File: config.mk
export PLATFORM = sky130hd
export DESIGN_NAME = luc_blend_pipe
export DESIGN_NICKNAME = d
export VERILOG_FILES = /design/src/luc_pkg.sv /design/src/luc_blend_pipe.sv
export SDC_FILE = /design/constraint.sdc
export NUM_CORES = 1
export LEC_CHECK = 0
export BUFFER_PORTS_ARGS = -buffer_cell sky130_fd_sc_hd__buf_2
export CAP_MARGIN = 5
export CORE_MARGIN = 2
export CORE_UTILIZATION = 35
export CTS_CLUSTER_SIZE = 10
export DETAILED_ROUTE_END_ITERATION = 12
export PLACE_DENSITY = 0.49
export SLEW_MARGIN = 20
export SYNTH_ARGS = -nofsm -noshare
export SYNTH_HDL_FRONTEND = slang
export SYNTH_SLANG_ARGS = --single-unit
File: constraint.sdc
create_clock -name clk -period 12.62 [get_ports clk]
set_input_delay 2.524 -clock clk [delete_from_list [all_inputs] [get_ports clk]]
set_output_delay 2.524 -clock clk [all_outputs]
set_load 0.005 [all_outputs]
File: src/luc_pkg.sv
// Shared types, constants and the div255 helper of the layer-under compositor.
package luc_pkg;

  localparam int LINE_DEPTH     = 2048;
  localparam int ADDR_W         = $clog2(LINE_DEPTH);
  localparam int NUM_CHAN       = 4;
  localparam int CHAN_W         = 8;
  localparam int CH_SEL_W       = $clog2(NUM_CHAN);
  localparam int PROD_W         = 2 * CHAN_W;
  localparam int CFG_IDX_W      = 2;
  localparam int CFG_DATA_W     = 8;
  localparam int RES_FIFO_DEPTH = 4;
  localparam int RES_PTR_W      = $clog2(RES_FIFO_DEPTH);
  localparam int RES_CNT_W      = $clog2(RES_FIFO_DEPTH + 1);
  localparam int INFLIGHT_W     = 2;

  typedef logic [ADDR_W-1:0]   addr_t;
  typedef logic [CHAN_W-1:0]   chan_t;
  typedef chan_t [NUM_CHAN-1:0] pixel_t;
  typedef logic [PROD_W-1:0]   prod_t;

  localparam chan_t FULL_ALPHA = {CHAN_W{1'b1}};

  typedef enum logic {
    KIND_COMPOSITE = 1'b0,
    KIND_READOUT   = 1'b1
  } kind_t;

  typedef enum logic [CFG_IDX_W-1:0] {
    REG_ALPHA_ENABLE  = 2'd0,
    REG_ALPHA_CHANNEL = 2'd1
  } cfg_reg_t;

  typedef struct packed {
    kind_t  kind;
    addr_t  position;
    pixel_t src;
  } item_t;

  typedef struct packed {
    logic                enable;
    logic [CH_SEL_W-1:0] channel;
  } blend_cfg_t;

  typedef struct packed {
    logic   en;
    addr_t  addr;
    pixel_t data;
  } mem_wr_t;

  typedef struct packed {
    addr_t  position;
    pixel_t px;
  } result_t;

  typedef struct packed {
    logic                  addr_clash;
    logic [INFLIGHT_W-1:0] readouts;
  } pipe_stat_t;

  // Exact floor(x / 255) for any product of two 8-bit values.
  function automatic chan_t div255(input prod_t x);
    logic [PROD_W:0] t;
    t = {1'b0, x} + (PROD_W + 1)'(x >> CHAN_W) + (PROD_W + 1)'(1);
    return t[PROD_W-1:CHAN_W];
  endfunction

endpackage

File: src/luc_blend_pipe.sv
// Read-modify-write pipeline that blends source pixels under the stored line.
module luc_blend_pipe import luc_pkg::*; (
  input  logic       clk,
  input  logic       rst_n,
  input  logic       in_fire,
  input  item_t      in_item,
  input  blend_cfg_t cfg,
  output logic       rd_en,
  output addr_t      rd_addr,
  input  pixel_t     rd_data,
  output mem_wr_t    wr,
  output logic       push,
  output result_t    push_res,
  output pipe_stat_t stat
);

  logic   s1_valid_r;
  item_t  s1_item_r;

  logic   s2_valid_r;
  kind_t  s2_kind_r;
  addr_t  s2_pos_r;
  pixel_t s2_old_r;
  pixel_t s2_src_r;
  logic   s2_blend_r;
  prod_t  s2_prod_r [NUM_CHAN];

  logic   wb_valid_r;
  addr_t  wb_addr_r;
  pixel_t wb_data_r;

  pixel_t old_px;
  chan_t  weight;
  prod_t  prod_nxt [NUM_CHAN];
  pixel_t new_px;

  assign rd_en   = in_fire;
  assign rd_addr = in_item.position;

  // The last write-back has not reached the memory read that this item saw.
  assign old_px = (wb_valid_r && (wb_addr_r == s1_item_r.position)) ? wb_data_r : rd_data;
  assign weight = FULL_ALPHA - old_px[cfg.channel];

  always_comb begin
    for (int c = 0; c < NUM_CHAN; c++) begin
      prod_nxt[c] = {{CHAN_W{1'b0}}, s1_item_r.src[c]} * {{CHAN_W{1'b0}}, weight};
    end
  end

  always_comb begin
    for (int c = 0; c < NUM_CHAN; c++) begin
      new_px[c] = s2_blend_r ? (s2_old_r[c] + div255(s2_prod_r[c])) : s2_src_r[c];
    end
  end

  always_comb begin
    wr.en   = s2_valid_r;
    wr.addr = s2_pos_r;
    wr.data = (s2_kind_r == KIND_READOUT) ? '0 : new_px;
  end

  assign push              = s2_valid_r && (s2_kind_r == KIND_READOUT);
  assign push_res.position = s2_pos_r;
  assign push_res.px       = s2_old_r;

  assign stat.addr_clash = s1_valid_r && (s1_item_r.position == in_item.position);
  assign stat.readouts   = INFLIGHT_W'(s1_valid_r && (s1_item_r.kind == KIND_READOUT))
                         + INFLIGHT_W'(push);

  always_ff @(posedge clk) begin
    if (!rst_n) begin
      s1_valid_r <= 1'b0;
      s2_valid_r <= 1'b0;
      wb_valid_r <= 1'b0;
    end else begin
      s1_valid_r <= in_fire;
      s2_valid_r <= s1_valid_r;
      wb_valid_r <= s2_valid_r;
    end
  end

  always_ff @(posedge clk) begin
    if (in_fire) begin
      s1_item_r <= in_item;
    end
    if (s1_valid_r) begin
      s2_kind_r  <= s1_item_r.kind;
      s2_pos_r   <= s1_item_r.position;
      s2_old_r   <= old_px;
      s2_src_r   <= s1_item_r.src;
      s2_blend_r <= cfg.enable;
      for (int c = 0; c < NUM_CHAN; c++) begin
        s2_prod_r[c] <= prod_nxt[c];
      end
    end
    if (s2_valid_r) begin
      wb_addr_r <= wr.addr;
      wb_data_r <= wr.data;
    end
  end

  a_s2_follows_s1: assert property (@(posedge clk) disable iff (!rst_n)
    s2_valid_r |-> $past(s1_valid_r))
    else $error("second stage holds a beat that never passed the first");

  a_cleared_pixel_forwarded: assert property (@(posedge clk) disable iff (!rst_n)
    (s1_valid_r && wb_valid_r && (wb_addr_r == s1_item_r.position)
     && $past(s2_kind_r == KIND_READOUT)) |-> (old_px == '0))
    else $error("pixel just read out was not seen as cleared");

  a_no_same_pixel_in_flight: assert property (@(posedge clk) disable iff (!rst_n)
    (s1_valid_r && s2_valid_r) |-> (s1_item_r.position != s2_pos_r))
    else $error("two beats for one pixel are in the pipeline together");

endmodule

After elaboration in Yosys (flattened, before gate mapping) --
Memory sizes are Yosys's and may differ from the RTL's. Cells that the tools add are included.
Word-level totals: bits in registers 167, bits in writable memories 64, output and inout bits 103, word-level logic and storage cells 61, memories 1
Cells by class: add/subtract/negate cells 14, $mul 4, $lt $le $gt $ge 1, eq/ne operators 2, mux-type cells 10, reduce and logical (&&, ||, !) cells 4
Memory list:
- s2_prod_r | words 4, width 16, rd ports 4, clocked after memory_dff 0, write ports 4, line luc_blend_pipe.sv:26 | prod_t s2_prod_r [NUM_CHAN];
Operator list (count):
- $add A16 B1 Y16 const B | 4
- $add A16 B8 Y16 | 4
- $mul A8 B8 Y16 | 4
- $mux W32 | 2
- $mux W8 | 5
- $add A8 B8 Y8 | 4
- $eq A11 B11 Y1 | 2
- $bmux W8 S2 | 1
- $sub A8 B8 Y8 const A | 1
- $logic_and A1 B1 Y1 | 4
- $lt A2 B3 Y1 const B | 1
- $add A1 B1 Y2 | 1
- $mux W1 | 2

Logic depth before layout (Yosys ltp) --
depth in word-level cells 7, gate-level depth with buffers 23, mapped depth without buffers 21

Worst setup path before layout --
Ideal clock, no wire load.
path kind input to register, start input cfg[0] (netlist bit), end memory s2_prod_r[2][15] (netlist bit) (data pin), arrival time 7.249 ns, slack 5.105 ns, cell stages on the path 20, buffers on the path 3, cells stage by stage buf_4 clkbuf_1 mux4_2 mux2i_4 buf_4 nand2_1 fa_1 fa_1 inv_1 fa_1 inv_1 fa_1 inv_1 ha_1 o21a_1 o31a_1 o31a_1 o21bai_1 a21oi_1 or3_1
RTL lines:
- start: declaration | line luc_blend_pipe.sv:7 | input blend_cfg_t cfg,
- end: declaration | line luc_blend_pipe.sv:26

==> metrics.md <==
| Metric | Value |
|---|---|
| Area growth syn-to-layout | `12.2%` |
| Seq/Total Area, Yosys | `35.3%` |
| Switching power summed over all nets | `1.83 mW` |
| CP startpoint | `cfg[0]` |
| GRT Util Overall | `18.4%` |
| Via/cell ratio | `4.95` |
| Critical path peak fanout | `32` |
| Combinational power share | `55.2%` |
| # Post-CTS Setup Buffers | `0` |
| DR iter-0 viols | `615` |
| Placer congestion estimate | `0.802` |
| Worst IR drop on VDD | `0.110 mV` |
| Fin area | `22000 um2` |
| Fin util | `39.8%` |
| Mean routed wirelength per cell | `19.6 um` |
| DP Area | `21000 um2` |
| Die area | `57800 um2` |
| CTS Buf Count | `31` |
| Final Max Tran Viols | `0` |
| Pwr Density | `205 nW/um2` |
| Final setup violation count | `0` |
| Critical Path Max Stage Delay | `0.74 ns` |
| First-pass GRT wire length | `80500 um` |
| Critical-path cell list | `buf_2 -> mux4_2 -> mux2i_4 -> nand2_1 -> fa_1 -> fa_1 -> inv_1 -> fa_1 -> inv_1 -> fa_1 -> inv_1 -> ha_1 -> o21a_1 -> o31a_1 -> o31a_1 -> o21bai_1 -> a21oi_1 -> or3_1` |
| Critical Path Start Type | `input port` |
| Maximum buffer depth of the clock tree | `3` |
| Nets | `2306` |
| H-tree depth | `1` |
| Starting Density | `35.5%` |
| WS Path Type | `input port to register` |
| Measured slew at the worst slew-check pin | `0.935 ns` |
| RSZ-0062 raised after global routing | `no` |
| Maximum clock rate | `130 MHz` |
| FF-to-FF Start | `s1_item_r[37]$_DFFE_PP_` |
| Hold Startpoint | `s1_item_r[43]$_DFFE_PP_` |
| TNS Setup | `0 ns` |
| Post-synthesis adder-cell area fraction | `28.0%` |
| CTS root buffer | `clkbuf_16` |
| Clock share of power | `18.3%` |
| Synth Area in Compound Gates | `6.25%` |
| Post-Synthesis Cells | `1706` |
| Worst Setup End Kind | `register` |
| CTS tree | `built` |
| Period utilization | `61.1%` |
| Sw Share | `40.7%` |
| Slew HR | `36.3%` |
| I/O Pins | `185` |
| Status | `finished, final reports clean` |
| Static leakage | `9.65 nW` |
| Total gr overflow | `0` |
| Pre-antenna DRT Iters | `5` |
| Die W | `240 um` |
| Async set or reset register ratio after synthesis | `0%` |
| Largest net degree at the start of global routing | `56` |
| DRC viols | `0` |
| Layout Skew | `0.0160 ns` |
| Vias in the first global route | `13900` |
| CP max-delay cell | `mux2i_4` |
| Initial antenna violation count | `9` |
| Layout cells sized above 1 | `16.4%` |
| # rows | `86` |
| Pint | `2.67 mW` |
| Cells resized by post-CTS repair | `0` |
| Synth Net Count | `2137` |
| Most frequent cells in the layout | `edfxtp_1 (228), inv_1 (223), and2_1 (207)` |
| CP most frequent cell | `fa_1` |
| Yosys reg bits | `231` |
| Number of flops mapped to enable cells by yosys | `228` |
| Port Buf Inserts | `184` |
| Clk_lat worst skew | `0.58 ns` |
| Mapped cell area | `19600 um2` |
| Final wirelength | `51800 um` |
| Final hold violations | `0` |
| Max_cap viols | `0` |
| Synth Warn # | `0` |
| Flop pwr share | `26.5%` |
| Yosys cell types | `59` |
| Critical Path RT | `12.93 ns` |
| Core area | `55200 um2` |
| Die height | `240 um` |
| Main synth FF type | `edfxtp_1` |
| Detail Route Antenna Nets | `0` |
| Post-synthesis xor/xnor area fraction | `4.74%` |
| Vias | `13100` |
| Simple-gate area share of the yosys netlist | `13.0%` |
| Mux share of post-synthesis cell area | `5.75%` |
| Most common cell after layout, fill and taps aside | `edfxtp_1` |
| Hold Crit Class | `register to register` |
| Clk sink count | `231` |
| Post-DP HPWL | `39600 um` |
| Final min period | `7.71 ns` |
| Syn_area_per_cell | `11.5 um2` |
| CTS clk-pin slew, worst paths | `0.05 ns` |
| # hold bufs at CTS | `0` |
| Data arrival, critical path | `8.02 ns` |
| Largest family of logic cells by synthesized area | `adder cells` |
==> synth_stat cells (6+ instances only) <==
library cell  count  share of area, %
buf_6            24               1.4
mux2i_4           8              0.92
and2_1          207               6.6
nand3_1          29              0.74
nand2_1          84               1.6
o211ai_1         13              0.50
a211oi_1         13              0.50
nor2_1           82               1.6
o21a_1           17              0.65
ha_1            201                13
and3_1            9              0.29
nor3_1           18              0.46
mux2i_1          22               1.1
mux2_2           32               1.8
edfxtp_1        228                35
buf_4            28               1.1
o31a_1            9              0.40
clkbuf_1          7              0.13
o21ai_0          28              0.72
inv_1           223               4.3
xnor2_1          94               4.2
a211o_1           8              0.36
xor2_1           12              0.54
a21o_1           17              0.65
a21oi_1          37              0.95
nor2b_1           6              0.19
mux4_2           15               1.7
o21bai_1          7              0.27
fa_1            148                15
nand4_1          12              0.38
o41ai_1           7              0.31
==> power groups by stage <==
stage	logic (mW)	clock network (mW)	registers, mW
6_report	2.49	0.824	1.19
5_1_grt	2.87	0.875	1.21
4_1_cts	2.53	0.851	1.19
3_5_place_dp	2.49	0	1.21
3_3_place_gp	2.48	0	1.21
2_1_floorplan	1.89	0	1.16
==> final cells by class <==
type / count / area [um2]
Antenna cell: 2 / 5.00
Clock buffer: 36 / 795
Fill cell: 5356 / 33200
Clock inverter: 13 / 119
Timing Repair Buffer: 201 / 1050
Multi-Input combinational cell: 1187 / 11300
Inverter: 223 / 837
Sequential cell: 231 / 6910
Tap cell: 748 / 936
==> path summary, 6_finish.rpt <==
| path | to | slack (ns) | depth (start not counted) |
|---|---|---|---|
| worst min register to register | s2_kind_r$_DFFE_PP_ | 0.45 | 0 |
| worst max register to register | s2_prod_r[2][15]$_DFFE_PP_ | 5.30 | 21 |
| worst min-delay path | s2_kind_r$_DFFE_PP_ | 0.45 | 0 |
| worst max-delay path | s2_prod_r[2][15]$_DFFE_PP_ | 4.91 | 18 |
==> kinds of logic (layout without fill, tap and decap cells) <==
family	count (synthesis)	in the layout
other	0	2
flip-flops	231	231
XOR/XNOR	106	106
adder cells (fa/ha/maj)	349	349
AO/OA/AOI/OAI	177	177
AND/OR/NAND/NOR	477	477
multiplexers	78	78
buffers and inverters	288	473
==> per-layer routing <==
| metal | vias to the layer above | track usage, % | part of all wire (%) |
|---|---|---|---|
| met5 | - | 0 | 0.13 |
| met3 | 83 | 4.06 | 6.3 |
| met4 | 12 | 4.93 | 2.8 |
| li1 | 6138 | - | - |
| met2 | 313 | 30.7 | 47 |
| met1 | 6518 | 24.1 | 44 |
==> critical path, delay by kind of cell <==
| family | cells | cell delay, ns |
|---|---|---|
| AOI/OAI and AO/OA | 5 | 0.87 |
| adders and majority gates | 5 | 2.31 |
| buffers and inverters | 4 | 0.53 |
| muxes | 2 | 1.21 |
| and+or+nand+nor | 2 | 0.54 |
==> through the flow <==
stage	hold slack [ns]	power, mW	worst slack [ns]	cells
floorplan	0.417	3.05	5.11	1706
global placement	0.436	3.69	4.40	2590
detailed placement	0.442	3.70	4.32	2590
CTS	0.455	4.57	4.93	2639
global route	0.480	4.95	4.55	2639
finish	0.453	4.50	4.91	2641
==> sequential cells by signal, indices dropped and copies added (netlist names) <==
| register | count |
|---|---|
| s2_prod_r | 64 |
| wb_data_r | 32 |
| s2_src_r | 32 |
| s2_valid_r | 1 |
| s2_pos_r | 11 |
| s1_item_r | 44 |
| s1_valid_r | 1 |
| s2_blend_r | 1 |
| wb_addr_r | 11 |
| push_res | 32 |
| s2_kind_r | 1 |
| wb_valid_r | 1 |
No activity file was read; power rests on OpenSTA's default activity.
